[src/rtl/core/bbc_pkg.sv]
`timescale 1ns / 1ps
// ----------------------------------------------------------------------------
// Buffer cache LRU package
// Shared sizes, entry layout, codes and controller/datapath signal groups.
// ----------------------------------------------------------------------------
package bbc_pkg;

    localparam int ENTRIES = 128;
    localparam int AW      = $clog2(ENTRIES);
    localparam int CW      = $clog2(ENTRIES + 1);

    localparam int DEV_W   = 8;
    localparam int BLK_W   = 32;
    localparam int IDX_W   = 7;
    localparam int TICK_W  = 32;
    localparam int CNT_W   = 8;
    localparam int SLOT_W  = 7;

    localparam logic [CNT_W-1:0] CNT_MAX = '1;
    localparam logic [CNT_W-1:0] CNT_ONE = CNT_W'(1);

    localparam logic OP_ACQUIRE = 1'b0;
    localparam logic OP_RELEASE = 1'b1;

    typedef logic [AW-1:0]     t_addr;
    typedef logic [CW-1:0]     t_cnt;
    typedef logic [SLOT_W-1:0] t_slot;

    typedef enum logic [1:0] {
        ST_OK        = 2'd0,
        ST_NO_FREE   = 2'd1,
        ST_UNDERFLOW = 2'd2,
        ST_OVERFLOW  = 2'd3
    } t_status;

    typedef enum logic [2:0] {
        S_IDLE,
        S_SCAN,
        S_HIT_WR,
        S_MISS_WR,
        S_REL_RD,
        S_REL_WR
    } t_state;

    // One tag table entry as stored in the RAM.
    typedef struct packed {
        logic [BLK_W-1:0]  blk;
        logic [DEV_W-1:0]  dev;
        logic [CNT_W-1:0]  cnt;
        logic [TICK_W-1:0] tick;
    } t_entry;

    localparam int ENTRY_W = $bits(t_entry);

    typedef struct packed {
        logic              op;
        logic [DEV_W-1:0]  device;
        logic [BLK_W-1:0]  block_number;
        logic [IDX_W-1:0]  entry_index;
        logic [TICK_W-1:0] now_tick;
    } t_req;

    typedef struct packed {
        logic start;
        logic scan;
        logic hit_wr;
        logic miss_wr;
        logic rel_rd;
        logic rel_wr;
    } t_cmd;

    typedef struct packed {
        logic in_op;
        logic match;
        logic scan_last;
        logic out_free;
    } t_stat;

endpackage

[src/rtl/core/bbc_ctrl.sv]
`timescale 1ns / 1ps
// ----------------------------------------------------------------------------
// Buffer cache controller
// Sequences the table scan, the entry update and the release path.
// ----------------------------------------------------------------------------
module bbc_ctrl (
    input  logic            i_clk,
    input  logic            i_rst_n,
    input  logic            i_in_valid,
    output logic            o_in_ready,
    input  bbc_pkg::t_stat  i_stat,
    output bbc_pkg::t_cmd   o_cmd
);

    bbc_pkg::t_state r_state;
    bbc_pkg::t_state n_state;

    always_ff @(posedge i_clk) begin
        if (!i_rst_n) begin
            r_state <= bbc_pkg::S_IDLE;
        end else begin
            r_state <= n_state;
        end
    end

    always_comb begin
        n_state    = r_state;
        o_in_ready = 1'b0;
        o_cmd      = '0;
        case (r_state)
            bbc_pkg::S_IDLE: begin
                o_in_ready = 1'b1;
                if (i_in_valid) begin
                    o_cmd.start = 1'b1;
                    if (i_stat.in_op == bbc_pkg::OP_RELEASE) begin
                        n_state = bbc_pkg::S_REL_RD;
                    end else begin
                        n_state = bbc_pkg::S_SCAN;
                    end
                end
            end
            bbc_pkg::S_SCAN: begin
                o_cmd.scan = 1'b1;
                if (i_stat.match) begin
                    n_state = bbc_pkg::S_HIT_WR;
                end else if (i_stat.scan_last) begin
                    n_state = bbc_pkg::S_MISS_WR;
                end
            end
            bbc_pkg::S_HIT_WR: begin
                if (i_stat.out_free) begin
                    o_cmd.hit_wr = 1'b1;
                    n_state      = bbc_pkg::S_IDLE;
                end
            end
            bbc_pkg::S_MISS_WR: begin
                if (i_stat.out_free) begin
                    o_cmd.miss_wr = 1'b1;
                    n_state       = bbc_pkg::S_IDLE;
                end
            end
            bbc_pkg::S_REL_RD: begin
                o_cmd.rel_rd = 1'b1;
                n_state      = bbc_pkg::S_REL_WR;
            end
            bbc_pkg::S_REL_WR: begin
                if (i_stat.out_free) begin
                    o_cmd.rel_wr = 1'b1;
                    n_state      = bbc_pkg::S_IDLE;
                end
            end
            default: begin
                n_state = bbc_pkg::S_IDLE;
            end
        endcase
    end

endmodule

[config.mk]
export PLATFORM = sky130hd
export DESIGN_NAME = bbc_ctrl
export DESIGN_NICKNAME = d
export VERILOG_FILES = /design/src/rtl/core/bbc_pkg.sv /design/src/rtl/core/bbc_ctrl.sv
export SDC_FILE = /design/constraint.sdc
export NUM_CORES = 1
export LEC_CHECK = 0
export ABC_AREA = 1
export ABC_CLOCK_PERIOD_IN_PS = 1300
export BUFFER_PORTS_ARGS = -buffer_cell sky130_fd_sc_hd__buf_2
export CORE_AREA = 4 4 41 43
export CTS_BUF_LIST = sky130_fd_sc_hd__clkbuf_8 sky130_fd_sc_hd__clkbuf_16
export DETAILED_ROUTE_END_ITERATION = 7
export DIE_AREA = 0 0 45 47
export GPL_TIMING_DRIVEN = 0
export SYNTH_ARGS = -nofsm -noshare
export SYNTH_HDL_FRONTEND = slang
export SYNTH_SLANG_ARGS = --single-unit
[constraint.sdc]
create_clock -name i_clk -period 1.3 [get_ports i_clk]
set_input_delay 0.065 -clock i_clk [delete_from_list [all_inputs] [get_ports i_clk]]
set_output_delay 0.065 -clock i_clk [all_outputs]
set_load 0.1 [all_outputs]
==> flow_metrics.py, run 1 <==
metrics = {
    "run_status": {
        "status": "complete, no violations",
    },
    "route": {
        "wl_met2_um": 308,
        "drc": 0,
        "met3_length_um": 52,
        "top_layer": "met4",
        "wl_met1_um": 289,
        "via_per_inst": 4.47,
        "dr_total_vias": 326,
        "drt-wirelength-per-cell_um": 9.19,
        "finalWirelength_um": 671,
        "first_pass_iters": 4,
        "first_iter_violations": 6,
        "antenna_left": 0,
    },
    "synth": {
        "ys_seq_elements": 3,
        "synth_warnings": 0,
        "synth_cell_type_count": 14,
        "yosysSeqAreaShare": 0.245,
        "synthCells": 41,
        "synth_top_family_by_area": "simple AND/OR/NAND/NOR gates",
        "netlist_area_um2": 245,
        "synth_compound_area_frac": 0.0612,
        "muxShareOfSynthArea": 0,
        "synth_adder_area_share": 0,
        "synth_nets": 48,
        "synthXorXnorAreaFrac": 0,
        "avgSynthCellArea_um2": 5.98,
        "yosys.area_share.simple": 0.587,
    },
    "clocking": {
        "postCtsSetupRepairBufs": 0,
        "clockBufferDepth": 2,
        "clock-sinks": 3,
        "cts_tree": "done",
        "h-tree-depth": 1,
        "insertion_delay_ns": 0.22,
        "path_clk_slew_ns": 0.03,
        "cts_hold_buf": 0,
        "cts-root-buf": "clkbuf_8",
        "cts_made_buffers": 3,
    },
    "sta": {
        "tightest_slew_ns": 0.341,
        "setup_viol": 0,
        "finClkSkew_ns": 0.00318,
        "finalHoldViolations": 0,
        "layout_worst_path_cycle_share": 0.955,
        "fmax_ghz": 0.805,
        "timing.hold.ws_ns": 0.0879,
        "fin_crit_ns": 1.24,
        "slew_headroom": 0.772,
        "drv_slew": 0,
    },
    "critical_path": {
        "cp_max_fo": 4,
        "cp-end-kind": "output port",
        "crit_required_ns": 1.24,
        "startpoint_type": "flop",
        "critical_path_arrival_ns": 1.18,
        "crit_type": "reg -> out",
    },
    "finish": {
        "syn2layout_area_growth_pct": 103,
        "design_area_um2": 498,
        "largest_register": "r_state",
        "drive_above_1_share": 0.621,
        "num-nets-final": 66,
        "reg_top3": "r_state x3",
        "largest_reg_flops": 3,
        "postLayoutCoreUtil": 0.383,
        "seqCellArea_um2": 66.3,
        "diodes": 0,
        "nFillCells": 145,
        "multi_input_area_um2": 218,
        "fin_cells": 73,
    },
    "placed_design": {
        "portBuffers": 13,
        "place_hpwl_um": 564,
        "place.gp.congestion": 0.737,
        "place_area_um2": 390,
        "dp_cells": 69,
    },
    "floorplan": {
        "start_util": 0.188,
        "coreArea_um2": 1300,
        "die_y_um": 47,
        "die_w_um": 45,
        "dieArea_um2": 2120,
        "num_rows": 13,
        "num_io_pins": 14,
    },
    "global_route": {
        "antenna_found_initial": 0,
        "grt.total_usage": 0.0656,
        "grt_max_degree": 8,
        "globalRoute.totalOverflow": 0,
        "grt_pass1_wl_um": 938,
        "grt_pass1_vias": 257,
    },
    "worst_hold_path": {
        "worstHoldPathType": "in -> reg",
    },
    "run": {
        "max_cap_viol_count": 0,
    },
}
-- cells in the mapped netlist (all sizes together) --
cell type   n  area (um2)
nand2      10        50.1
dfxtp       3        60.1
o21ai       1        5.00
inv         7        26.3
nor2        8        32.5
nor3        3        15.0
a21oi       2        10.0
nand3       6        40.0
nand4       1        6.26
-- cells by family (layout without fill, tap and decap cells) --
kind of cell,Yosys count,count (layout)
simple gates,28,28
compound gates,3,3
flops,3,3
buf+inv,7,24
-- layout make-up --
cell class | count | share of cell area
timing repair buffer | 13 | 0.239
clock buffer | 3 | 0.0829
inverter | 7 | 0.0628
clock inverter | 1 | 0.00754
tap | 15 | 0.0377
sequential | 3 | 0.133
multi-input combinational | 31 | 0.437
-- layout by cell type (no fill, tap or decap), drive strengths merged --
cell	count
o21ai	1
clkbuf	3
a21oi	2
nor2	8
nand3	6
nand2	10
nor3	3
dfxtp	3
buf	13
inv	8
nand4	1
-- worst paths after layout --
kind / cells after the start / slack [ns] / from / endpoint
worst max-delay path: 3 / 0.06 / r_state[0] / o_cmd[0]
worst min-delay path: 3 / 0.09 / i_rst_n / r_state[0]
worst max register to register: 7 / 0.18 / r_state[1] / r_state[0]
worst min register to register: 2 / 0.51 / r_state[1] / r_state[1]
-- critical path: stages (launching register included) --
cell and delay (ns):
dfxtp_2 0.39, nand3_1 0.17, nor2_4 0.11, buf_4 0.29
-- through the flow --
step / setup slack, ns / TNS (ns)
2_1_floorplan: -0.222 / -0.703
4_1_cts: 0.00748 / 0
5_1_grt: -0.00323 / -0.00323
3_3_place_gp: -0.0303 / -0.0303
3_5_place_dp: -0.0440 / -0.0476
6_report: 0.0585 / 0
-- per-layer routing --
layer  global-route usage  vias up
met3               0.0153        2
met5                    0        -
met2               0.0960       15
met4               0.0702        0
met1               0.0752      143
li1                     -      166
-- what timing repair did --
item	in CTS	in global routing
endpoints found under the setup margin	7	2
pin swaps	0	0
gates resized for setup	16	4
hold endpoints to repair	0	0
Power of run 1 is left out: the tool's default activity adds up to more than one toggle a clock period on the data nets, which glitch-free logic cannot reach.
==> run 2, diff against run 1 <==
- BUFFER_PORTS_ARGS: -buffer_cell sky130_fd_sc_hd__buf_2 -> -buffer_cell sky130_fd_sc_hd__clkbuf_2
==> run 2 against run 1 <==
Highest routed layer unchanged; critical endpoint is now o_cmd[5]; critical path depth increased by 1; count of clock-buffer cells in the layout is the same; fmax fell by 0.91%; routed wire length is 9.5% higher; flip-flop and latch count stayed put; non-clock buffer count rose by 1; register-to-register slack better by 0.04 ns; clock skew is 0.00072 ns lower.
==> flow_metrics.py, run 2 (synthesis results as in run 1) <==
metrics = {
    "global_route": {
        "grt_pass1_vias": 308,
        "antenna_found_initial": 0,
        "grt.total_usage": 0.0870,
        "globalRoute.totalOverflow": 0,
        "grt_pass1_wl_mm": 1.24,
        "grt_max_degree": 8,
    },
    "finish": {
        "layout_common_cells": "7 x nand2_1, 6 x clkbuf_2, 5 x clkbuf_8, 4 x nand3_1",
        "drive_above_1_share": 0.644,
        "diodes": 0,
        "postLayoutCoreUtil": 0.405,
        "reg_top3": "r_state x3",
        "syn2layout_area_growth_pct": 115,
        "fin_cells": 74,
        "final_common_cell": "nand2_1",
        "largest_reg_flops": 3,
        "num-nets-final": 67,
        "design_area_um2": 527,
        "largest_register": "r_state",
    },
    "route": {
        "first_pass_iters": 4,
        "drt-wirelength-per-cell_um": 9.93,
        "dr_total_vias": 310,
        "first_iter_violations": 7,
        "drc": 0,
        "finalWirelength_um": 735,
        "antenna_left": 0,
        "via_per_inst": 4.19,
    },
    "clocking": {
        "path_clk_slew_ns": 0.03,
        "h-tree-depth": 1,
        "clockBufferDepth": 2,
        "cts_hold_buf": 0,
        "cts_tree": "done",
        "clock-sinks": 3,
        "cts-root-buf": "clkbuf_8",
        "insertion_delay_ns": 0.22,
        "cts_made_buffers": 3,
    },
    "critical_path": {
        "r2r_start": "r_state[1]",
        "cp_max_fo": 4,
        "critical_path_arrival_ns": 1.19,
        "cp-end-kind": "output port",
        "cp-startpoint": "r_state[1]",
        "slowest_stage": "dfxtp_4",
        "crit_required_ns": 1.24,
        "crit_chain": "nor2_4 -> inv_4 -> nor3_4 -> clkbuf_16",
        "cpPeakStageDelay_ns": 0.36,
        "crit_type": "reg -> out",
        "startpoint_type": "flop",
    },
    "floorplan": {
        "start_util": 0.188,
        "coreArea_um2": 1300,
        "die_w_um": 45,
        "num_io_pins": 14,
        "die_y_um": 47,
        "dieArea_um2": 2120,
        "num_rows": 13,
    },
    "sta": {
        "layout_worst_path_cycle_share": 0.964,
        "rsz0062_at_grt": "yes",
        "setup_viol": 0,
        "finClkSkew_ns": 0.00246,
        "fin_crit_ns": 1.25,
        "tightest_slew_ns": 0.335,
        "finalHoldViolations": 0,
        "fmax_ghz": 0.798,
        "drv_slew": 0,
        "slew_headroom": 0.776,
    },
    "worst_hold_path": {
        "hp-start": "i_rst_n",
        "worstHoldPathType": "in -> reg",
    },
    "placed_design": {
        "portBuffers": 13,
        "place_hpwl_um": 588,
        "dp_cells": 69,
        "place_area_um2": 390,
        "place.gp.congestion": 0.720,
    },
    "run_status": {
        "status": "complete, no violations",
    },
    "run": {
        "max_cap_viol_count": 0,
    },
}
## run 2: changes by cell type in the layout (fill, tap and decap cells not counted), sizes merged
| cell | previous run | this run |
|---|---|---|
| buf | 13 | 5 |
| clkbuf | 3 | 12 |
## run 2: path summary, 6_finish.rpt
kind	cells past startpoint	slack, ns	end
worst max-delay path	4	0.05	o_cmd[5]
worst max register to register	7	0.22	r_state[0]
worst min register to register	2	0.52	r_state[1]
worst min-delay path	3	0.08	r_state[2]
## run 2: stage by stage
| stage | setup WS (ns) | setup TNS [ns] | hold slack (ns) |
|---|---|---|---|
| floorplan | -0.222 | -0.703 | 0.178 |
| global placement | -0.0653 | -0.119 | 0.308 |
| detailed placement | -0.0775 | -0.149 | 0.300 |
| CTS | 0.0183 | 0 | 0.0708 |
| global route | -0.0170 | -0.0170 | 0.0996 |
| finish | 0.0470 | 0 | 0.0754 |
## run 2: area by class of cell
cell class                 count  area, um2
sequential                     3       71.3
inverter                       7       33.8
timing repair buffer          14        140
clock inverter                 1       3.75
fill                         136        774
tap                           15       18.8
multi-input combinational     31        218
clock buffer                   3       41.3
## run 2: routing by layer
| layer | GRT usage | vias to the layer above | wire length (um) |
|---|---|---|---|
| met5 | 0 | - | 0 |
| met4 | 0.0877 | 0 | 21 |
| met3 | 0.0268 | 2 | 54 |
| met2 | 0.141 | 14 | 368 |
| met1 | 0.0866 | 127 | 291 |
| li1 | - | 167 | - |
## run 2: worst max-delay path, delay by kind of cell (launching register included)
| kind | cells | cell delay (ns) |
|---|---|---|
| buf+inv | 2 | 0.30 |
| flops | 1 | 0.36 |
| simple gates | 2 | 0.31 |
## run 2: what timing repair did
action                     in CTS  in global routing
gates resized for setup        16                 10
setup buffers                   0                  1
pin swaps                       0                  0
setup endpoints to repair       7                  5
Power of run 2 is left out for the same reason.
